**src/sv/assert_macros.svh**
```systemverilog
// ----------------------------------------------------------------------------
// Assertion macros
// Concurrent checks clocked by clk_i and disabled while rst_ni is low.
// ----------------------------------------------------------------------------
`ifndef ASSERT_MACROS_SVH
`define ASSERT_MACROS_SVH
`ifndef SYNTHESIS
// label: a condition that must hold at every edge
`define GTP_ASSERT(lbl, cond) \
  lbl: assert property (@(posedge clk_i) disable iff (!rst_ni) (cond)) \
    else $error("assertion failed");
// label: antecedent implies consequent in the same cycle
`define GTP_ASSERT_IMP(lbl, ante, cons) \
  lbl: assert property (@(posedge clk_i) disable iff (!rst_ni) (ante) |-> (cons)) \
    else $error("assertion failed");
// label: antecedent implies consequent in the next cycle
`define GTP_ASSERT_NEXT(lbl, ante, cons) \
  lbl: assert property (@(posedge clk_i) disable iff (!rst_ni) (ante) |=> (cons)) \
    else $error("assertion failed");
`else
`define GTP_ASSERT(lbl, cond)
`define GTP_ASSERT_IMP(lbl, ante, cons)
`define GTP_ASSERT_NEXT(lbl, ante, cons)
`endif
`endif

```
**src/sv/gtp_pkg.sv**
```systemverilog
// ----------------------------------------------------------------------------
// gtp_pkg
// Types, codes and constants shared by the go-to-pose sequencer modules.
// ----------------------------------------------------------------------------
package gtp_pkg;

  localparam int unsigned START_MOVE_TICKS_DEF       = 50;
  localparam longint unsigned APPROACH_TIMEOUT_DEF   = 64'd24000;
  localparam int unsigned ATAN_ITERATIONS_DEF        = 16;

  localparam int unsigned ATAN_IDX_W = 5;
  localparam int unsigned CORDIC_W   = 36;

  localparam logic [18:0] CMD_SAT        = 19'd262140;
  localparam logic [31:0] EXTRA_APPROACH = 32'd98304;
  localparam logic [31:0] QUARTER_TURN   = 32'h4000_0000;

  localparam logic [1:0] OP_START  = 2'd0;
  localparam logic [1:0] OP_TICK   = 2'd1;
  localparam logic [1:0] OP_FINISH = 2'd2;

  localparam logic [1:0] STAT_RUN  = 2'd0;
  localparam logic [1:0] STAT_OK   = 2'd1;
  localparam logic [1:0] STAT_FAIL = 2'd2;

  localparam logic [2:0] ST_IDLE   = 3'd0;
  localparam logic [2:0] ST_INIT   = 3'd1;
  localparam logic [2:0] ST_ROT    = 3'd2;
  localparam logic [2:0] ST_MSTART = 3'd3;
  localparam logic [2:0] ST_CRUISE = 3'd4;
  localparam logic [2:0] ST_MEND   = 3'd5;

  localparam logic [2:0] CFG_W_MAX   = 3'd0;
  localparam logic [2:0] CFG_W_MIN   = 3'd1;
  localparam logic [2:0] CFG_W_GAIN  = 3'd2;
  localparam logic [2:0] CFG_V_MAX   = 3'd3;
  localparam logic [2:0] CFG_V_MIN   = 3'd4;
  localparam logic [2:0] CFG_D_FINAL = 3'd5;
  localparam logic [2:0] CFG_EPS_YAW = 3'd6;
  localparam logic [2:0] CFG_EPS_POS = 3'd7;

  typedef struct packed {
    logic [1:0]         opcode;
    logic signed [31:0] cur_x;
    logic signed [31:0] cur_y;
    logic signed [31:0] cur_z;
    logic signed [15:0] cur_heading;
    logic signed [31:0] goal_x;
    logic signed [31:0] goal_y;
    logic signed [31:0] goal_z;
  } in_t;

  typedef struct packed {
    logic signed [18:0] angular_cmd;
    logic [15:0]        linear_cmd;
    logic [1:0]         status;
    logic [2:0]         stage_now;
  } out_t;

  typedef struct packed {
    logic [15:0] w_max;
    logic [15:0] w_min;
    logic [15:0] w_gain;
    logic [15:0] v_max;
    logic [15:0] v_min;
    logic [30:0] d_final;
    logic [14:0] eps_yaw;
    logic [30:0] eps_pos;
  } cfg_t;

  typedef enum logic [3:0] {
    MUL_NONE, MUL_DX, MUL_DY, MUL_DZ, MUL_FIN, MUL_EPS, MUL_FAR,
    MUL_WW, MUL_EW, MUL_EWW, MUL_EN
  } mul_op_e;

  typedef struct packed {
    logic                  load;
    logic                  cordic_step;
    logic [ATAN_IDX_W-1:0] iter;
    logic                  head;
    mul_op_e               mul_op;
  } dp_cmd_t;

  typedef struct packed {
    logic [1:0]         op;
    logic               lt_fin;
    logic               lt_eps;
    logic               gt_far;
    logic               e_pos;
    logic               e_neg;
    logic               e_lt_2eps;
    logic               e_lt_eps;
    logic signed [18:0] ang_rot;
    logic signed [18:0] ang_ms;
    logic signed [18:0] ang_cr;
    logic signed [18:0] ang_me;
  } dp_status_t;

  // atan(2^-i), full turn = 2^32
  function automatic logic [31:0] atan_at(input logic [ATAN_IDX_W-1:0] i);
    logic [31:0] v;
    case (i)
      5'd0:  v = 32'h20000000;
      5'd1:  v = 32'h12E4051E;
      5'd2:  v = 32'h09FB385B;
      5'd3:  v = 32'h051111D4;
      5'd4:  v = 32'h028B0D43;
      5'd5:  v = 32'h0145D7E1;
      5'd6:  v = 32'h00A2F61E;
      5'd7:  v = 32'h00517C55;
      5'd8:  v = 32'h0028BE53;
      5'd9:  v = 32'h00145F2F;
      5'd10: v = 32'h000A2F98;
      5'd11: v = 32'h000517CC;
      5'd12: v = 32'h00028BE6;
      5'd13: v = 32'h000145F3;
      5'd14: v = 32'h0000A2FA;
      5'd15: v = 32'h0000517D;
      5'd16: v = 32'h000028BE;
      5'd17: v = 32'h0000145F;
      5'd18: v = 32'h00000A30;
      5'd19: v = 32'h00000518;
      5'd20: v = 32'h0000028C;
      5'd21: v = 32'h00000146;
      5'd22: v = 32'h000000A3;
      5'd23: v = 32'h00000051;
      default: v = 32'h0;
    endcase
    return v;
  endfunction

endpackage

```
**src/sv/gtp_cfg.sv**
```systemverilog
// ----------------------------------------------------------------------------
// gtp_cfg
// Configuration register file with write-only port and reset defaults.
// ----------------------------------------------------------------------------
module gtp_cfg import gtp_pkg::*; (
  input  logic        clk_i,
  input  logic        rst_ni,
  input  logic        cfg_we_i,
  input  logic [2:0]  cfg_idx_i,
  input  logic [30:0] cfg_wdata_i,
  output cfg_t        cfg_o
);

  cfg_t cfg_q;

  always_ff @(posedge clk_i or negedge rst_ni) begin
    if (!rst_ni) begin
      cfg_q.w_max   <= 16'd256;
      cfg_q.w_min   <= 16'd26;
      cfg_q.w_gain  <= 16'd256;
      cfg_q.v_max   <= 16'd128;
      cfg_q.v_min   <= 16'd26;
      cfg_q.d_final <= 31'd65536;
      cfg_q.eps_yaw <= 15'd182;
      cfg_q.eps_pos <= 31'd6554;
    end else if (cfg_we_i) begin
      case (cfg_idx_i)
        CFG_W_MAX:   cfg_q.w_max   <= cfg_wdata_i[15:0];
        CFG_W_MIN:   cfg_q.w_min   <= cfg_wdata_i[15:0];
        CFG_W_GAIN:  cfg_q.w_gain  <= cfg_wdata_i[15:0];
        CFG_V_MAX:   cfg_q.v_max   <= cfg_wdata_i[15:0];
        CFG_V_MIN:   cfg_q.v_min   <= cfg_wdata_i[15:0];
        CFG_D_FINAL: cfg_q.d_final <= cfg_wdata_i;
        CFG_EPS_YAW: cfg_q.eps_yaw <= cfg_wdata_i[14:0];
        CFG_EPS_POS: cfg_q.eps_pos <= cfg_wdata_i;
        default: ;
      endcase
    end
  end

  assign cfg_o = cfg_q;

endmodule

```
**config.mk**
```make
export PLATFORM = sky130hd
export DESIGN_NAME = gtp_cfg
export DESIGN_NICKNAME = d
export VERILOG_FILES = /design/src/sv/assert_macros.svh /design/src/sv/gtp_pkg.sv /design/src/sv/gtp_cfg.sv
export SDC_FILE = /design/constraint.sdc
export NUM_CORES = 1
export LEC_CHECK = 0
export BUFFER_PORTS_ARGS = -buffer_cell sky130_fd_sc_hd__clkbuf_2
export CAP_MARGIN = 0
export CORE_MARGIN = 5
export CORE_UTILIZATION = 50
export CTS_CLUSTER_DIAMETER = 150
export CTS_CLUSTER_SIZE = 12
export DETAILED_ROUTE_END_ITERATION = 6
export PLACE_DENSITY = 0.89
export SYNTH_ARGS = -nofsm -noshare
export SYNTH_HDL_FRONTEND = slang
export SYNTH_SLANG_ARGS = --single-unit
```
**constraint.sdc**
```tcl
create_clock -name clk_i -period 0.8 [get_ports clk_i]
set_input_delay 0.2 -clock clk_i [delete_from_list [all_inputs] [get_ports clk_i]]
set_output_delay 0.2 -clock clk_i [all_outputs]
set_load 0.02 [all_outputs]
```
==> summary.txt, run 1 <==
Critical path
  • CP Launch Type: register
  • R2R setup slack: -0.26 ns
  • WP data arrival: 1.12 ns
  • CP Cell Sequence: buf_8
  • Worst reg2reg path depth: 3
  • Reg-to-Reg End: cfg_o[148]$_DFFE_PN0P_
  • Crit path max-delay family: flip-flops
  • CP Buf/Inv Count: 1
  • Crit. End Element: output port
  • CP required: 0.60 ns
  • CP peak stage delay: 0.57 ns
  • Crit path max fanout: 2
  • Crit path max-delay cell type: dfstp_2
  • Crit Path Class: register to output port
  • Critical R2R Launch: cfg_o[148]$_DFFE_PN0P_

Floorplanning
  • Row cnt: 40
  • DIE AREA: 0.0143 mm2
  • Die Ht: 120 um
  • Die Width: 120 um
  • Ports: 194
  • Core Footprint: 0.0119 mm2
  • Initial Util: 50.4%

Logic synthesis
  • Synthesized instance count: 341
  • Synth Warn #: 0
  • Netlist Area Pre-Place: 0.00600 mm2
  • Count leader, synth: mux2_2
  • Commonest cells in the synthesized netlist: 146 x mux2_2, 135 x dfrtp_1, 22 x dfstp_2
  • Post-Syn Nets: 378
  • Register bit total from synthesis: 157
  • Share of the synthesized area in the top cell type: 56.3%
  • Sequential-to-total area share from yosys stat: 65.9%
  • Post-synth ARST share: 100%
  • Syn Area/Cell: 17.6 um2
  • Top FF cell, synth: dfrtp_1
  • Yosys top cell by area: dfrtp_1
  • Synth top area cells: dfrtp_1 56%, mux2_2 27%, dfstp_2 9.6%
  • Netlist cell types: 14
  • Post-synth EDFFs: 0

Layout
  • Final Util: 95.0%
  • Max FFs per register: 157
  • Layout Nets: 730
  • Fin cells: 853
  • Area grow syn2layout: 88.6%
  • Final Cell Area: 0.0113 mm2
  • Layout cells sized above 1: 79.9%
  • Diodes inserted: 0

Placement
  • Placed Area: 0.00765 mm2
  • Buffers added on ports: 193
  • Routability cong.: 0.777
  • Pre-CTS setup slack: -0.704 ns
  • Post-DP HPWL: 11.1 mm
  • Placed insts: 689

Clock tree
  • TritonCTS clock tree: yes
  • Num CTS Buffers: 17
  • Clock sinks: 157
  • CTS H-tree depth: 4
  • Worst-Skew Late Latency: 0.42 ns
  • Clk slew on worst S/H paths: 0.07 ns
  • CTS max path bufs: 2
  • CTS Hold Bufs: 4
  • CTS Root Cell: clkbuf_16

Timing
  • Actual slew at the worst max-slew pin: 0.333 ns
  • Slew Viols, Final: 0
  • WHS: -0.359 ns
  • Final setup violation count: 314
  • RSZ-0062 raised after global routing: yes
  • Final Cycle Share: 165%
  • Max transition margin: 77.8%
  • Fmax: 0.758 GHz
  • Worst setup margin: -0.519 ns
  • Minimum clock period: 1.32 ns
  • Count of final hold-check violations: 116
  • Setup TNS: -89.68 ns
  • Clock Skew: 0 ns

Pwr
  • Pwr per Cell Area: 2940 mW/mm2
  • Total power: 33.3 mW
  • Static Leakage: 5.77 nW
  • Worst-case vdd ir drop: 1.83 mV

Global routing
  • First-pass GRT wire length: 32.2 mm
  • Initial antenna violation count: 0
  • Largest net degree at the start of global routing: 26
  • Vias in the first global route: 5,189
  • Global route total overflow: 0
  • Total GRT Usage: 30.3%

Outcome
  • Outcome: finished, violations left
  • Failing checks: hold timing, setup timing

Drt
  • DRT iter0 DRCs: 377
  • Antenna-violating nets left: 0
  • DRT Pass-1 Iters: 5
  • DRC: 0
  • Vias: 4,872
  • Vias per cell: 5.71
  • Avg WL per Cell: 31.6 um
  • Wirelength, routed: 27.0 mm

Job
  • Max-cap violation count: 0

Hold path
  • Tightest Hold Check Type: primary input to asynchronous set/reset pin
-- cells in the final DEF, fill, tap and decap left out, types with 2 or more instances in the layout --
cell type         n
clkbuf_8         48
clkbuf_2         31
dfstp_2          22
dlygate4sd3_1     2
dlymetal6s4s_1    2
clkinvlp_4        2
clkinv_2          7
mux2_4          156
dfrtp_1         135
nand4b_4          2
buf_4            69
buf_12           17
nor4bb_4          3
buf_6           135
bufinv_16         3
buf_16            3
buf_8            39
clkbuf_16        24
-- report_power, final --
group | internal, mW | switching [mW]
logic | 7.84 | 5.26
registers | 9.90 | 1.86
clock network | 4.96 | 3.45
total | 22.7 | 10.6
-- cell families (layout without fill, tap and decap cells) --
kind of cell	after synthesis	count (layout)	share of synthesized area, %
flip-flops	157	157	65.9
AND/OR/NAND/NOR	8	8	1.65
multiplexers	157	157	30.1
buffers and inverters	19	384	2.31
-- timing repair --
action | in CTS | in global routing
setup endpoints to repair | 314 | 325
pin swaps | 3 | 5
buffers inserted | 69 | 75
hold endpoints to repair | 134 | 116
gates cloned | 11 | 2
gates resized for setup | 266 | 362
-- worst max-delay path by stage --
stage | start | to | slack (ns) | cells after the start
finish | cfg_o[8]$_DFFE_PN1P_ | cfg_o[8] | -0.52 | 1
global route | cfg_o[8]$_DFFE_PN1P_ | cfg_o[8] | -0.54 | 1
CTS | cfg_o[149]$_DFFE_PN1P_ | cfg_o[149] | -0.53 | 1
detailed placement | cfg_idx_i[0] | cfg_o[82]$_DFFE_PN0P_ | -0.70 | 4
global placement | cfg_idx_i[0] | cfg_o[82]$_DFFE_PN0P_ | -0.63 | 4
floorplan | cfg_idx_i[1] | cfg_o[147]$_DFFE_PN0P_ | -0.61 | 4
-- metal layers --
| layer | track usage [%] | part of all wire, % | vias to the layer above |
|---|---|---|---|
| met5 | 0 | 0 | - |
| met3 | 7.82 | 7.8 | 92 |
| met2 | 52.5 | 52 | 316 |
| met1 | 35.3 | 35 | 2549 |
| met4 | 13.9 | 5.2 | 0 |
| li1 | - | - | 1915 |
-- cell type report --
type                    count  area (um2)
multi-input cells         165        2510
repair buffers            352        4070
clock inverters            13         149
flip-flops and latches    157        3960
well taps                 147         184
clock buffers              19         443
fillers                   250         596
Power figures use the tool's default switching activity.
==> inputs of run 2 (changes only) <==
--- a/config.mk
+++ b/config.mk
@@ -8,11 +8,12 @@
 export BUFFER_PORTS_ARGS = -buffer_cell sky130_fd_sc_hd__clkbuf_2
 export CAP_MARGIN = 0
 export CORE_MARGIN = 5
-export CORE_UTILIZATION = 50
+export CORE_UTILIZATION = 40
 export CTS_CLUSTER_DIAMETER = 150
 export CTS_CLUSTER_SIZE = 12
 export DETAILED_ROUTE_END_ITERATION = 6
-export PLACE_DENSITY = 0.89
+export GPL_ROUTABILITY_DRIVEN = 0
+export PLACE_DENSITY = 0.75
 export SYNTH_ARGS = -nofsm -noshare
 export SYNTH_HDL_FRONTEND = slang
 export SYNTH_SLANG_ARGS = --single-unit
==> summary.txt, run 2 (synthesis gave the netlist of run 1 again) <==
Outcome
  • Outcome: finished, violations left
  • Failing checks: setup timing

Floorplanning
  • DIE AREA: 0.0175 mm2
  • Die Width: 132 um
  • Ports: 194
  • Row cnt: 44
  • Core Footprint: 0.0146 mm2
  • Initial Util: 41.0%
  • Die Ht: 132 um

Placement
  • Placed Area: 0.00768 mm2
  • Placed insts: 727
  • Buffers added on ports: 193
  • Post-DP HPWL: 10.9 mm

Layout
  • Final Cell Area: 0.0111 mm2
  • Register Area: 0.00396 mm2
  • Fill count: 784
  • Commonest non-fill, non-tap cell in the layout: mux2_4
  • Layout Nets: 719
  • Area of the multi-input gates: 0.00246 mm2
  • Fin cells: 879
  • Area grow syn2layout: 85.2%
  • Max FFs per register: 157
  • Diodes inserted: 0
  • Most frequent cells in the layout: 142 x mux2_4, 135 x dfrtp_1, 108 x buf_6, 92 x buf_4, 48 x clkbuf_8
  • Layout cells sized above 1: 79.7%

Drt
  • DRT iter0 DRCs: 164
  • Vias per cell: 5.00
  • DRT Pass-1 Iters: 4
  • M1 WL: 8.47 mm
  • Avg WL per Cell: 24.8 um
  • DRC: 0
  • Wirelength, routed: 21.8 mm
  • Vias: 4,393
  • Antenna-violating nets left: 0
  • Met2 wire length: 11.7 mm
  • Met3 WL post-DR: 1.22 mm
  • DR top layer: met4

Critical path
  • CP Launch Type: register
  • Critical R2R Launch: cfg_o[133]$_DFFE_PN0P_
  • Crit Path Class: register to output port
  • Reg-to-Reg End: cfg_o[133]$_DFFE_PN0P_
  • CP Buf/Inv Count: 1
  • CP required: 0.60 ns
  • Worst reg2reg path depth: 3
  • WP data arrival: 1.10 ns
  • Crit path max-delay family: flip-flops
  • Crit. End Element: output port
  • CP peak stage delay: 0.56 ns
  • CP Cell Sequence: buf_8
  • Crit path max-delay cell type: dfstp_2
  • R2R setup slack: -0.23 ns
  • Crit path max fanout: 2

Hold path
  • Tightest Hold Check Type: primary input to register
  • Min-Delay Endpoint: cfg_o[17]$_DFFE_PN0P_
  • Hold depth: 2
  • Hold path start: cfg_wdata_i[17]

Global routing
  • Total GRT Usage: 22.1%
  • Initial antenna violation count: 0
  • Global route total overflow: 0
  • Vias in the first global route: 4,798
  • First-pass GRT wire length: 29.6 mm
  • Largest net degree at the start of global routing: 30

Pwr
  • Sw Ratio: 30.1%
  • Total power: 31.9 mW
  • Pwr per Cell Area: 2870 mW/mm2
  • Worst-case vdd ir drop: 1.79 mV
  • Cell Int Power: 22.3 mW
  • Clk pwr share: 26.0%
  • Static Leakage: 5.60 nW
  • Psw: 9.58 mW
  • Seq pwr share: 36.0%
  • Combinational power share: 38.0%

Timing
  • Count of final hold-check violations: 0
  • RSZ-0062 raised after global routing: yes
  • Clock Skew: 0 ns
  • Actual slew at the worst max-slew pin: 0.258 ns
  • Max transition margin: 82.8%
  • Slew Viols, Final: 0
  • Fmax: 0.767 GHz
  • Final Cycle Share: 163%
  • Minimum clock period: 1.30 ns
  • Final setup violation count: 314
  • Worst setup margin: -0.503 ns

Clock tree
  • CTS H-tree depth: 4
  • Worst-Skew Late Latency: 0.42 ns
  • TritonCTS clock tree: yes
  • CTS max path bufs: 2
  • Clock sinks: 157
  • CTS Root Cell: clkbuf_16
  • Clk slew on worst S/H paths: 0.07 ns
  • Num CTS Buffers: 17

Job
  • Max-cap violation count: 0
[run 2: cell types whose count changed in the layout (fill, tap and decap cells not counted), sizes merged]
cell,change
inv,+1
clkinv,-4
clkbuf,+4
dlygate4sd3,-1
dlymetal6s4s,-2
clkinvlp,+1
buf,-10
[run 2: worst max path at each step]
stage	startpoint	to	slack (ns)	depth (start not counted)
final	cfg_o[33]$_DFFE_PN1P_	cfg_o[33]	-0.50	1
after global routing	cfg_o[33]$_DFFE_PN1P_	cfg_o[33]	-0.52	1
after CTS	cfg_o[80]$_DFFE_PN1P_	cfg_o[80]	-0.52	1
after detailed placement	cfg_idx_i[1]	cfg_o[145]$_DFFE_PN0P_	-0.71	4
after global placement	cfg_idx_i[1]	cfg_o[146]$_DFFE_PN0P_	-0.65	4
after floorplan	cfg_idx_i[1]	cfg_o[147]$_DFFE_PN0P_	-0.61	4
[run 2: metrics by stage]
step           setup TNS [ns]  setup WS, ns  util [%]  hold WS [ns]
2_1_floorplan          -63.80        -0.611         -       -0.0956
3_3_place_gp           -92.47        -0.652      52.5         0.101
4_1_cts                -90.09        -0.519      68.6        0.0190
6_report               -92.95        -0.503      75.9        0.0330
5_1_grt               -100.29        -0.523      75.9        0.0240
3_5_place_dp           -96.99        -0.715      52.5        0.0982
[run 2: area by class of cell]
type,instances,share of cell area (%)
tap,184,2.07
multi-input combinational,165,22.2
clock buffer,21,4.05
clock inverter,11,1.27
timing repair buffer,341,34.8
sequential,157,35.6
[run 2: layer usage]
layer  global-route usage, %  up-vias
met4                    5.89        0
met3                    6.11       28
li1                        -     1896
met2                    39.1      161
met1                    26.7     2308
met5                       0        -
[run 2: what timing repair did]
item | CTS | global route
buffers inserted | 60 | 59
gates cloned | 11 | 2
hold buffers | 1 | 0
gates resized for setup | 233 | 331
endpoints found under the setup margin | 314 | 325
pin swaps | 5 | 6
endpoints found under the hold margin | 143 | 0
[run 2: power groups by stage]
stage / Clock [mW] / Combinational, mW / Sequential (mW)
2_1_floorplan: 0 / 2.22 / 13.1
3_3_place_gp: 0 / 6.99 / 11.0
3_5_place_dp: 0 / 7.15 / 11.1
4_1_cts: 8.25 / 9.74 / 11.0
5_1_grt: 8.70 / 12.6 / 11.6
6_report: 8.27 / 12.1 / 11.5
