--- src/sv/assert_macros.svh ---
// ----------------------------------------------------------------------------
// Assertion macros
// Concurrent checks clocked by clk_i and disabled while rst_ni is low.
// ----------------------------------------------------------------------------
`ifndef ASSERT_MACROS_SVH
`define ASSERT_MACROS_SVH
`ifndef SYNTHESIS
// label: a condition that must hold at every edge
`define GTP_ASSERT(lbl, cond) \
  lbl: assert property (@(posedge clk_i) disable iff (!rst_ni) (cond)) \
    else $error("assertion failed");
// label: antecedent implies consequent in the same cycle
`define GTP_ASSERT_IMP(lbl, ante, cons) \
  lbl: assert property (@(posedge clk_i) disable iff (!rst_ni) (ante) |-> (cons)) \
    else $error("assertion failed");
// label: antecedent implies consequent in the next cycle
`define GTP_ASSERT_NEXT(lbl, ante, cons) \
  lbl: assert property (@(posedge clk_i) disable iff (!rst_ni) (ante) |=> (cons)) \
    else $error("assertion failed");
`else
`define GTP_ASSERT(lbl, cond)
`define GTP_ASSERT_IMP(lbl, ante, cons)
`define GTP_ASSERT_NEXT(lbl, ante, cons)
`endif
`endif

--- src/sv/gtp_pkg.sv ---
// ----------------------------------------------------------------------------
// gtp_pkg
// Types, codes and constants shared by the go-to-pose sequencer modules.
// ----------------------------------------------------------------------------
package gtp_pkg;

  localparam int unsigned START_MOVE_TICKS_DEF       = 50;
  localparam longint unsigned APPROACH_TIMEOUT_DEF   = 64'd24000;
  localparam int unsigned ATAN_ITERATIONS_DEF        = 16;

  localparam int unsigned ATAN_IDX_W = 5;
  localparam int unsigned CORDIC_W   = 36;

  localparam logic [18:0] CMD_SAT        = 19'd262140;
  localparam logic [31:0] EXTRA_APPROACH = 32'd98304;
  localparam logic [31:0] QUARTER_TURN   = 32'h4000_0000;

  localparam logic [1:0] OP_START  = 2'd0;
  localparam logic [1:0] OP_TICK   = 2'd1;
  localparam logic [1:0] OP_FINISH = 2'd2;

  localparam logic [1:0] STAT_RUN  = 2'd0;
  localparam logic [1:0] STAT_OK   = 2'd1;
  localparam logic [1:0] STAT_FAIL = 2'd2;

  localparam logic [2:0] ST_IDLE   = 3'd0;
  localparam logic [2:0] ST_INIT   = 3'd1;
  localparam logic [2:0] ST_ROT    = 3'd2;
  localparam logic [2:0] ST_MSTART = 3'd3;
  localparam logic [2:0] ST_CRUISE = 3'd4;
  localparam logic [2:0] ST_MEND   = 3'd5;

  localparam logic [2:0] CFG_W_MAX   = 3'd0;
  localparam logic [2:0] CFG_W_MIN   = 3'd1;
  localparam logic [2:0] CFG_W_GAIN  = 3'd2;
  localparam logic [2:0] CFG_V_MAX   = 3'd3;
  localparam logic [2:0] CFG_V_MIN   = 3'd4;
  localparam logic [2:0] CFG_D_FINAL = 3'd5;
  localparam logic [2:0] CFG_EPS_YAW = 3'd6;
  localparam logic [2:0] CFG_EPS_POS = 3'd7;

  typedef struct packed {
    logic [1:0]         opcode;
    logic signed [31:0] cur_x;
    logic signed [31:0] cur_y;
    logic signed [31:0] cur_z;
    logic signed [15:0] cur_heading;
    logic signed [31:0] goal_x;
    logic signed [31:0] goal_y;
    logic signed [31:0] goal_z;
  } in_t;

  typedef struct packed {
    logic signed [18:0] angular_cmd;
    logic [15:0]        linear_cmd;
    logic [1:0]         status;
    logic [2:0]         stage_now;
  } out_t;

  typedef struct packed {
    logic [15:0] w_max;
    logic [15:0] w_min;
    logic [15:0] w_gain;
    logic [15:0] v_max;
    logic [15:0] v_min;
    logic [30:0] d_final;
    logic [14:0] eps_yaw;
    logic [30:0] eps_pos;
  } cfg_t;

  typedef enum logic [3:0] {
    MUL_NONE, MUL_DX, MUL_DY, MUL_DZ, MUL_FIN, MUL_EPS, MUL_FAR,
    MUL_WW, MUL_EW, MUL_EWW, MUL_EN
  } mul_op_e;

  typedef struct packed {
    logic                  load;
    logic                  cordic_step;
    logic [ATAN_IDX_W-1:0] iter;
    logic                  head;
    mul_op_e               mul_op;
  } dp_cmd_t;

  typedef struct packed {
    logic [1:0]         op;
    logic               lt_fin;
    logic               lt_eps;
    logic               gt_far;
    logic               e_pos;
    logic               e_neg;
    logic               e_lt_2eps;
    logic               e_lt_eps;
    logic signed [18:0] ang_rot;
    logic signed [18:0] ang_ms;
    logic signed [18:0] ang_cr;
    logic signed [18:0] ang_me;
  } dp_status_t;

  // atan(2^-i), full turn = 2^32
  function automatic logic [31:0] atan_at(input logic [ATAN_IDX_W-1:0] i);
    logic [31:0] v;
    case (i)
      5'd0:  v = 32'h20000000;
      5'd1:  v = 32'h12E4051E;
      5'd2:  v = 32'h09FB385B;
      5'd3:  v = 32'h051111D4;
      5'd4:  v = 32'h028B0D43;
      5'd5:  v = 32'h0145D7E1;
      5'd6:  v = 32'h00A2F61E;
      5'd7:  v = 32'h00517C55;
      5'd8:  v = 32'h0028BE53;
      5'd9:  v = 32'h00145F2F;
      5'd10: v = 32'h000A2F98;
      5'd11: v = 32'h000517CC;
      5'd12: v = 32'h00028BE6;
      5'd13: v = 32'h000145F3;
      5'd14: v = 32'h0000A2FA;
      5'd15: v = 32'h0000517D;
      5'd16: v = 32'h000028BE;
      5'd17: v = 32'h0000145F;
      5'd18: v = 32'h00000A30;
      5'd19: v = 32'h00000518;
      5'd20: v = 32'h0000028C;
      5'd21: v = 32'h00000146;
      5'd22: v = 32'h000000A3;
      5'd23: v = 32'h00000051;
      default: v = 32'h0;
    endcase
    return v;
  endfunction

endpackage

--- src/sv/gtp_ctrl.sv ---
// ----------------------------------------------------------------------------
// gtp_ctrl
// Sequencer for the datapath and the motion stage machine with its counters
// and the result register.
// ----------------------------------------------------------------------------
`include "assert_macros.svh"

module gtp_ctrl import gtp_pkg::*; #(
  parameter int unsigned      START_MOVE_TICKS       = START_MOVE_TICKS_DEF,
  parameter longint unsigned  APPROACH_TIMEOUT_TICKS = APPROACH_TIMEOUT_DEF,
  parameter int unsigned      ATAN_ITERATIONS        = ATAN_ITERATIONS_DEF
) (
  input  logic       clk_i,
  input  logic       rst_ni,
  input  logic       in_valid_i,
  output logic       in_ready_o,
  output logic       out_valid_o,
  input  logic       out_ready_i,
  output out_t       out_data_o,
  input  cfg_t       cfg_i,
  output dp_cmd_t    cmd_o,
  input  dp_status_t st_i
);

  localparam int unsigned CW = $clog2(ATAN_ITERATIONS);

  typedef enum logic [2:0] {
    S_IDLE, S_CORDIC, S_HEAD, S_SCALE, S_WAIT, S_DECIDE
  } seq_e;

  seq_e        state_q;
  logic [CW-1:0] cnt_q;
  logic [1:0]  sc_q;
  logic [2:0]  stage_q, stage_d;
  logic [15:0] slc_q, slc_d;
  logic [31:0] timer_q, timer_d;
  out_t        out_q, out_d;
  logic        out_valid_q;

  function automatic mul_op_e early_op(input logic [CW-1:0] i);
    mul_op_e m;
    case (ATAN_IDX_W'(i))
      5'd0: m = MUL_DX;
      5'd1: m = MUL_DY;
      5'd2: m = MUL_DZ;
      5'd3: m = MUL_FIN;
      5'd4: m = MUL_EPS;
      5'd5: m = MUL_FAR;
      5'd6: m = MUL_WW;
      default: m = MUL_NONE;
    endcase
    return m;
  endfunction

  logic in_acc;
  assign in_ready_o = (state_q == S_IDLE);
  assign in_acc     = in_valid_i && in_ready_o;

  always_comb begin
    cmd_o.load        = in_acc;
    cmd_o.cordic_step = (state_q == S_CORDIC);
    cmd_o.iter        = ATAN_IDX_W'(cnt_q);
    cmd_o.head        = (state_q == S_HEAD);
    cmd_o.mul_op      = MUL_NONE;
    case (state_q)
      S_CORDIC: cmd_o.mul_op = early_op(cnt_q);
      S_SCALE: begin
        case (sc_q)
          2'd0:    cmd_o.mul_op = MUL_EW;
          2'd1:    cmd_o.mul_op = MUL_EWW;
          default: cmd_o.mul_op = MUL_EN;
        endcase
      end
      default: ;
    endcase
  end

  // stage machine
  logic [15:0] slc_inc;
  logic [31:0] timer_inc;

  always_comb begin
    stage_d  = stage_q;
    slc_d    = slc_q;
    timer_d  = timer_q;
    out_d.angular_cmd = '0;
    out_d.linear_cmd  = '0;
    out_d.status      = STAT_RUN;
    slc_inc   = (slc_q != 16'hFFFF) ? slc_q + 16'd1 : slc_q;
    timer_inc = (timer_q != 32'hFFFF_FFFF) ? timer_q + 32'd1 : timer_q;
    case (st_i.op)
      OP_START: begin
        stage_d      = ST_INIT;
        slc_d        = '0;
        out_d.status = STAT_OK;
      end
      OP_FINISH: begin
        stage_d      = ST_IDLE;
        out_d.status = STAT_OK;
      end
      OP_TICK: begin
        case (stage_q)
          ST_INIT: begin
            if (st_i.lt_fin) begin
              stage_d = ST_MEND;
              timer_d = '0;
            end else begin
              stage_d = ST_ROT;
            end
          end
          ST_ROT: begin
            out_d.angular_cmd = st_i.ang_rot;
            if (st_i.e_lt_2eps) begin
              stage_d = ST_MSTART;
              slc_d   = '0;
            end
          end
          ST_MSTART: begin
            out_d.angular_cmd = st_i.ang_ms;
            slc_d = slc_inc;
            if ((slc_inc > 16'(START_MOVE_TICKS)) || st_i.e_lt_eps) begin
              if (st_i.lt_fin) begin
                stage_d = ST_MEND;
                timer_d = '0;
              end else begin
                stage_d = ST_CRUISE;
              end
            end
          end
          ST_CRUISE: begin
            out_d.angular_cmd = st_i.ang_cr;
            out_d.linear_cmd  = cfg_i.v_max;
            if (st_i.lt_fin) begin
              stage_d = ST_MEND;
              timer_d = '0;
            end
          end
          ST_MEND: begin
            out_d.angular_cmd = st_i.ang_me;
            out_d.linear_cmd  = cfg_i.v_min;
            if (st_i.lt_eps) begin
              stage_d      = ST_IDLE;
              out_d.status = STAT_OK;
            end else if (st_i.gt_far) begin
              stage_d = ST_ROT;
            end else begin
              timer_d = timer_inc;
              if (timer_inc >= 32'(APPROACH_TIMEOUT_TICKS)) begin
                stage_d = ST_ROT;
              end
            end
          end
          default: out_d.status = STAT_FAIL;
        endcase
      end
      default: out_d.status = STAT_FAIL;
    endcase
    out_d.stage_now = stage_d;
  end

  logic decide_go;
  // hold the decision until the previous result has been taken
  assign decide_go = (state_q == S_DECIDE) && (!out_valid_q || out_ready_i);

  always_ff @(posedge clk_i or negedge rst_ni) begin
    if (!rst_ni) begin
      state_q     <= S_IDLE;
      cnt_q       <= '0;
      sc_q        <= '0;
      stage_q     <= ST_IDLE;
      slc_q       <= '0;
      timer_q     <= '0;
      out_valid_q <= 1'b0;
      out_q       <= '0;
    end else begin
      if (decide_go) begin
        out_valid_q <= 1'b1;
      end else if (out_valid_q && out_ready_i) begin
        out_valid_q <= 1'b0;
      end
      case (state_q)
        S_IDLE: begin
          if (in_acc) begin
            state_q <= S_CORDIC;
            cnt_q   <= '0;
          end
        end
        S_CORDIC: begin
          cnt_q <= cnt_q + 1'b1;
          if (cnt_q == CW'(ATAN_ITERATIONS - 1)) begin
            state_q <= S_HEAD;
          end
        end
        S_HEAD: begin
          state_q <= S_SCALE;
          sc_q    <= '0;
        end
        S_SCALE: begin
          sc_q <= sc_q + 2'd1;
          if (sc_q == 2'd2) begin
            state_q <= S_WAIT;
          end
        end
        S_WAIT: state_q <= S_DECIDE;
        S_DECIDE: begin
          if (decide_go) begin
            stage_q <= stage_d;
            slc_q   <= slc_d;
            timer_q <= timer_d;
            out_q   <= out_d;
            state_q <= S_IDLE;
          end
        end
        default: state_q <= S_IDLE;
      endcase
    end
  end

  assign out_valid_o = out_valid_q;
  assign out_data_o  = out_q;

  `GTP_ASSERT_NEXT(a_busy_after_accept, in_acc, !in_ready_o)
  `GTP_ASSERT(a_stage_legal, stage_q <= ST_MEND)
  `GTP_ASSERT_IMP(a_result_from_decide, $rose(out_valid_q), $past(state_q == S_DECIDE))

endmodule

--- config.mk ---
export PLATFORM = sky130hd
export DESIGN_NAME = gtp_ctrl
export DESIGN_NICKNAME = d
export VERILOG_FILES = /design/src/sv/gtp_pkg.sv /design/src/sv/gtp_ctrl.sv
export VERILOG_INCLUDE_DIRS = /design/src /design/src/sv
export SDC_FILE = /design/constraint.sdc
export NUM_CORES = 1
export LEC_CHECK = 0
export BUFFER_PORTS_ARGS = -buffer_cell sky130_fd_sc_hd__buf_2
export CAP_MARGIN = 40
export CORE_MARGIN = 5
export CORE_UTILIZATION = 44
export DETAILED_ROUTE_END_ITERATION = 8
export GPL_ROUTABILITY_DRIVEN = 1
export GPL_TIMING_DRIVEN = 0
export PLACE_DENSITY_LB_ADDON = 0.08
export SKIP_CTS_REPAIR_TIMING = 1
export SYNTH_ARGS = -nofsm -noshare
export SYNTH_HDL_FRONTEND = slang
export SYNTH_SLANG_ARGS = --single-unit
--- constraint.sdc ---
create_clock -name clk_i -period 6 [get_ports clk_i]
set_clock_uncertainty 0.2 [all_clocks]
set_input_delay 0.6 -clock clk_i [delete_from_list [all_inputs] [get_ports clk_i]]
set_output_delay 0.6 -clock clk_i [all_outputs]
set_load 0.05 [all_outputs]
==> results of run 1 <==
## power by group
part	internal (mW)	switching (mW)
Sequential	0.721	0.0547
Clock	0.332	0.256
Combinational	0.338	0.738
## critical path, stage by stage, from the launching register on
cell	delay (ns)
dfrtp_1	0.40
ha_1	0.16
clkbuf_1	0.30
nand2_1	0.22
nor3_1	0.48
or3b_1	0.42
mux2i_1	0.20
nand3_1	0.20
o31ai_4	0.48
nand2b_1	0.17
buf_2	0.26
buf_2	0.34
o31ai_1	0.13
## layer usage
metal  vias up  GRT usage (%)  share of wire [%]
met1      3186          31.23                 44
met4         0          6.524                1.7
met2       228          37.75                 47
met5         -              0                  0
li1       3330              -                  -
met3        31          5.429                6.5
## cells in the mapped netlist, types with 4 or more instances
master	number	area (µm²)
a22oi_1	4	30.03
o22ai_1	6	37.54
nor2_1	57	214.0
o21ai_0	80	400.4
clkbuf_1	39	146.4
a221oi_1	22	192.7
a21oi_1	30	150.1
a21o_1	4	30.03
xnor2_1	5	43.79
inv_1	20	75.07
and3_1	11	68.82
a22o_1	17	148.9
nand4_1	16	100.1
or3_1	6	37.54
buf_2	8	40.04
ha_1	14	175.2
o41ai_1	5	43.79
mux2i_1	28	280.3
dfrtp_1	98	2452
nor3_1	16	80.08
nand2_1	87	326.6
a31oi_1	24	150.1
o211ai_1	4	30.03
or2_2	7	43.79
nand2b_1	13	81.33
and2_1	8	50.05
nand3_1	36	180.2
nor2b_1	9	56.30
or4_1	4	30.03
nor4_1	9	56.30
o31ai_1	44	330.3
xor2_1	6	52.55
## sequential cells by signal, indices dropped and copies added (netlist names)
name	count
out_data_o	40
timer_q	32
slc_q	16
cnt_q	4
state_q	3
sc_q	2
out_valid_o	1
## per-stage QoR
step | utilization, % | hold WS (ns) | instances | cell area [µm²]
finish | 54.96 | 0.05182 | 1161 | 8049
global route | 54.96 | 0.1072 | 1161 | 8049
CTS | 54.95 | 0.08102 | 1160 | 8046
detailed placement | 52.93 | 0.2603 | 1145 | 7751
global placement | 52.69 | 0.2551 | 1143 | 7716
floorplan | - | 0.1044 | 788 | 6630
## how the worst max path moves through the flow
stage,slack (ns),to,cells past startpoint,startpoint
3_3_place_gp,2.00,timer_q[11]$_DFFE_PN0P_,12,slc_q[0]$_DFFE_PN0P_
4_1_cts,1.96,timer_q[11]$_DFFE_PN0P_,12,slc_q[0]$_DFFE_PN0P_
3_5_place_dp,1.98,timer_q[11]$_DFFE_PN0P_,12,slc_q[0]$_DFFE_PN0P_
6_report,1.90,timer_q[11]$_DFFE_PN0P_,12,slc_q[0]$_DFFE_PN0P_
2_1_floorplan,1.66,cmd_o[2],5,state_q[0]$_DFFE_PN0P_
5_1_grt,1.64,timer_q[11]$_DFFE_PN0P_,12,slc_q[0]$_DFFE_PN0P_
## cell families after synthesis
logic type	Yosys count	share of synthesized area, %
AOI/OAI and AO/OA	267	27.25
xor gates and xnor gates	11	1.453
adders and majority gates	14	2.642
buffers and inverters	72	4.359
DFF	98	36.99
muxes	33	5.190
other	1	0.05656
and+or+nand+nor	292	22.06
## final cells by class
| type | instances | area [µm²] | area share [%] |
|---|---|---|---|
| flip-flops and latches | 98 | 2452 | 30.47 |
| multi-input cells | 618 | 3889 | 48.31 |
| clock inverters | 4 | 52.55 | 0.6529 |
| diodes | 1 | 2.502 | 0.03109 |
| plain buffers | 52 | 214.0 | 2.658 |
| inverters | 20 | 75.07 | 0.9327 |
| clock buffers | 11 | 242.7 | 3.016 |
| repair buffers | 173 | 890.9 | 11.07 |
| well taps | 184 | 230.2 | 2.860 |
## layout by cell type, fill, tap and decap left out, drive strengths merged, types with 17 or more instances in the layout
cell    count
o31ai      45
a22o       17
clkbuf     51
buf       185
o21ai      80
a221oi     22
inv        20
nand2      88
dfrtp      98
a21oi      30
nand3      38
a31oi      24
nor2       57
mux2i      28
==> results.sh, run 1 <==
export IMPL_status="complete, no violations"
export IMPL_slew_limit_headroom_pct=43.66
export IMPL_antenna_left=0
export IMPL_hold_viol_final=0
export IMPL_core_mm2=0.01464
export IMPL_drtPass1Iterations=5
export IMPL_async_reset_ff_share_pct=100.0
export IMPL_ys_flop_type="dfrtp_1"
export IMPL_grt_max_degree=55
export IMPL_drc=0
export IMPL_portBuffers=171
export IMPL_reg2regPathDepth=12
export IMPL_rrSetupSlack_ns=1.90
export IMPL_synth_edf_count=0
export IMPL_rows=44
export IMPL_max_freq_mhz=244.0
export IMPL_cp_arrival_ns=4.12
export IMPL_viasPerCell=5.835
export IMPL_path_max_fanout=10
export IMPL_clk_pin_slew_ns=0.07
export IMPL_pre_cts_slack_ns=1.982
export IMPL_syn_area_per_cell_um2=8.414
export IMPL_finalMaxSlewViolations=0
export IMPL_synth_nets=1048
export IMPL_fillers=1437
export IMPL_root_buffer="clkbuf_16"
export IMPL_rsz0062_at_grt="no"
export IMPL_ys_warnings_count=0
export IMPL_start_kind="flop"
export IMPL_ios=300
export IMPL_drt_iter0_drc=470
export IMPL_dp_hpwl_um=15780
export IMPL_synthCells=788
export IMPL_period_share_pct=68.30
export IMPL_wl_per_cell_um=18.01
export IMPL_maxCapViolCount=0
export IMPL_power_density_mw_per_mm2=303.1
export IMPL_numClockSinks=98
export IMPL_ys_ff_latch=98
export IMPL_grt_pass1_vias=6347
export IMPL_worst_setup_path_type="reg -> reg"
export IMPL_vias=6775
export IMPL_place_gp_congestion=0.8939
export IMPL_grt_overflow=0
export IMPL_hp_class="in -> async"
export IMPL_p_total_mw=2.440
export IMPL_end_kind="flop"
export IMPL_wl_um=20910
export IMPL_start_util_pct=45.28
export IMPL_nets=1232
export IMPL_antenna_found_initial=1
export IMPL_setup_violations_final=0
export IMPL_cts_tree="yes"
export IMPL_ir_worst_vdd_mv=0.3257
export IMPL_yosysSeqAreaShare_pct=36.99
export IMPL_die_x_um=132.8
export IMPL_grt_usage_pct=23.26
export IMPL_syn_area_mm2=0.006630
export IMPL_cts_buffer_depth=2
export IMPL_clk_latency_ns=0.36
export IMPL_htree_levels=3
export IMPL_rr_endpoint="timer_q[11]$_DFFE_PN0P_"
export IMPL_drive_above_1_share_pct=22.85
export IMPL_crit_required_ns=6.02
export IMPL_min_period_ns=4.098
export IMPL_ys_types=65
export IMPL_die_area_mm2=0.01762
export IMPL_worst_slew_pin_slew_ns=0.8386
export IMPL_finalSetupTns_ns=0
export IMPL_grt_first_pass_wirelength_um=33560
export IMPL_setup_ws_ns=1.902
export IMPL_cts_buffers_inserted=9
export IMPL_power_leakage_nw=3.673
export IMPL_timing_rr_start="slc_q[0]$_DFFE_PN0P_"
export IMPL_synthToLayoutAreaGrowth_pct=21.40
export IMPL_die_y_um=132.8
(Power assumes the default switching activity.)
==> inputs of run 2 (changes only) <==
==> constraint.sdc (replaced) <==
create_clock -name clk_i -period 3.9 [get_ports clk_i]
set_clock_uncertainty 0.2 [all_clocks]
set_input_delay 0.39 -clock clk_i [delete_from_list [all_inputs] [get_ports clk_i]]
set_output_delay 0.39 -clock clk_i [all_outputs]
set_load 0.05 [all_outputs]
==> run 2 against run 1 <==
Net effect:
- sequential share of layout area shrank 0.36 points
- worst setup slack lost 1.7 ns
- global-route usage shrank 0.37 points
- flip-flop and latch count is the same
- clock power grew 73%
- core utilization grew 0.65 points
- critical path depth shrank 1
- via count is essentially flat
- critical endpoint is now timer_q[19]$_DFFE_PN0P_
- highest routed layer unchanged
==> results.sh, run 2 (synthesis gave the netlist of run 1 again) <==
export IMPL_min_to="state_q[0]$_DFFE_PN0P_"
export IMPL_cp_cell_sequence="ha_1, nand2_1, nor3_4, or3b_1, mux2i_1, nand3_1, o31ai_4, nand2b_1, buf_2, buf_2, o21ai_0"
export IMPL_power_leakage_nw=3.740
export IMPL_worst_setup_path_type="reg -> reg"
export IMPL_ios=300
export IMPL_wl_per_cell_um=17.79
export IMPL_grt_pass1_vias=6338
export IMPL_hold_ws_ns=0.08643
export IMPL_wl_um=20700
export IMPL_crit_top_cell="buf_2"
export IMPL_hold_depth=3
export IMPL_hp_class="in -> reg"
export IMPL_rows=44
export IMPL_final_common_cell="buf_2"
export IMPL_nets=1235
export IMPL_htree_levels=3
export IMPL_viasPerCell=5.823
export IMPL_cts_buffer_depth=2
export IMPL_drtPass1Iterations=5
export IMPL_cp_arrival_ns=3.71
export IMPL_stdcell_count=1164
export IMPL_portBuffers=171
export IMPL_worst_slew_pin_slew_ns=0.8281
export IMPL_vias=6778
export IMPL_slowest_delay_ns=0.41
export IMPL_start_util_pct=45.28
export IMPL_slew_limit_headroom_pct=44.59
export IMPL_drc=0
export IMPL_max_freq_mhz=270.9
export IMPL_ir_worst_vdd_mv=0.4212
export IMPL_cts_buffers_inserted=9
export IMPL_antenna_left=0
export IMPL_crit_required_ns=3.92
export IMPL_power_density_mw_per_mm2=476.9
export IMPL_cts_tree="yes"
export IMPL_hold_viol_final=0
export IMPL_core_mm2=0.01464
export IMPL_grt_first_pass_wirelength_um=33370
export IMPL_grt_max_degree=57
export IMPL_dpl_cell_area_mm2=0.007752
export IMPL_end_kind="flop"
export IMPL_drive_above_1_share_pct=23.57
export IMPL_place_inst=1145
export IMPL_rr_endpoint="timer_q[19]$_DFFE_PN0P_"
export IMPL_clk_pin_slew_ns=0.06
export IMPL_numClockSinks=98
export IMPL_setup_violations_final=0
export IMPL_antenna_found_initial=0
export IMPL_maxCapViolCount=0
export IMPL_hp_start="in_valid_i"
export IMPL_rrSetupSlack_ns=0.21
export IMPL_drt_iter0_drc=349
export IMPL_timing_rr_start="slc_q[0]$_DFFE_PN0P_"
export IMPL_layout_common_cells="179 x buf_2, 98 x dfrtp_1, 87 x nand2_1"
export IMPL_min_period_ns=3.692
export IMPL_finalMaxSlewViolations=0
export IMPL_largest_reg_flops=40
export IMPL_diodes=0
export IMPL_start_kind="flop"
export IMPL_die_y_um=132.8
export IMPL_die_x_um=132.8
export IMPL_clk_latency_ns=0.36
export IMPL_finalSetupTns_ns=0
export IMPL_path_buf_inv=2
export IMPL_status="complete, no violations"
export IMPL_crit_family="simple AND/OR/NAND/NOR gates"
export IMPL_period_share_pct=94.66
export IMPL_dp_hpwl_um=15530
export IMPL_reg2regPathDepth=11
export IMPL_die_area_mm2=0.01762
export IMPL_synthToLayoutAreaGrowth_pct=22.83
export IMPL_path_max_fanout=10
export IMPL_design_area_mm2=0.008144
export IMPL_grt_usage_pct=22.90
export IMPL_place_gp_congestion=0.9056
export IMPL_grt_overflow=0
export IMPL_crit_slowest_cell="dfrtp_1"
export IMPL_root_buffer="clkbuf_16"
run 2: routing by layer:
layer / vias up / routed length, µm / GRT usage [%]
li1: 3347 / - / -
met1: 3213 / 9330 / 30.82
met2: 193 / 10000 / 37.89
met3: 25 / 1065 / 4.860
met4: 0 / 302 / 5.427
met5: - / 0 / 0
run 2: area by class of cell:
class                      count  area (µm²)
sequential                    98        2452
timing repair buffer         177       923.4
tap                          184       230.2
clock inverter                 3       68.82
fill                        1414        6500
buffer                        51       211.5
clock buffer                  13       270.3
multi-input combinational    618        3913
inverter                      20       75.07
run 2: worst max-delay path by stage:
stage	startpoint	endpoint	slack (ns)	depth (start not counted)
6_report	slc_q[0]$_DFFE_PN0P_	timer_q[19]$_DFFE_PN0P_	0.21	11
5_1_grt	slc_q[0]$_DFFE_PN0P_	timer_q[19]$_DFFE_PN0P_	-0.02	11
4_1_cts	slc_q[0]$_DFFE_PN0P_	timer_q[19]$_DFFE_PN0P_	-0.19	12
3_5_place_dp	slc_q[0]$_DFFE_PN0P_	timer_q[19]$_DFFE_PN0P_	-0.16	12
3_3_place_gp	slc_q[0]$_DFFE_PN0P_	timer_q[19]$_DFFE_PN0P_	-0.15	12
2_1_floorplan	state_q[0]$_DFFE_PN0P_	cmd_o[2]	0.44	5
run 2: power breakdown:
group          internal, mW  switching, mW
Sequential             1.11         0.0881
Combinational         0.522           1.14
Clock                 0.618          0.405
run 2: worst min-delay path, delay by kind of cell:
family                 cells  cell delay, ns
AOI/OAI and AO/OA          1            0.05
buffers and inverters      2            0.15
run 2: per-stage QoR:
stage | power, mW | util (%) | worst slack (ns)
3_3_place_gp | 2.864 | 52.70 | -0.1549
3_5_place_dp | 2.877 | 52.94 | -0.1649
6_report | 3.884 | 55.61 | 0.2082
4_1_cts | 3.905 | 55.25 | -0.1896
2_1_floorplan | 2.416 | - | 0.4437
5_1_grt | 4.102 | 55.61 | -0.02171
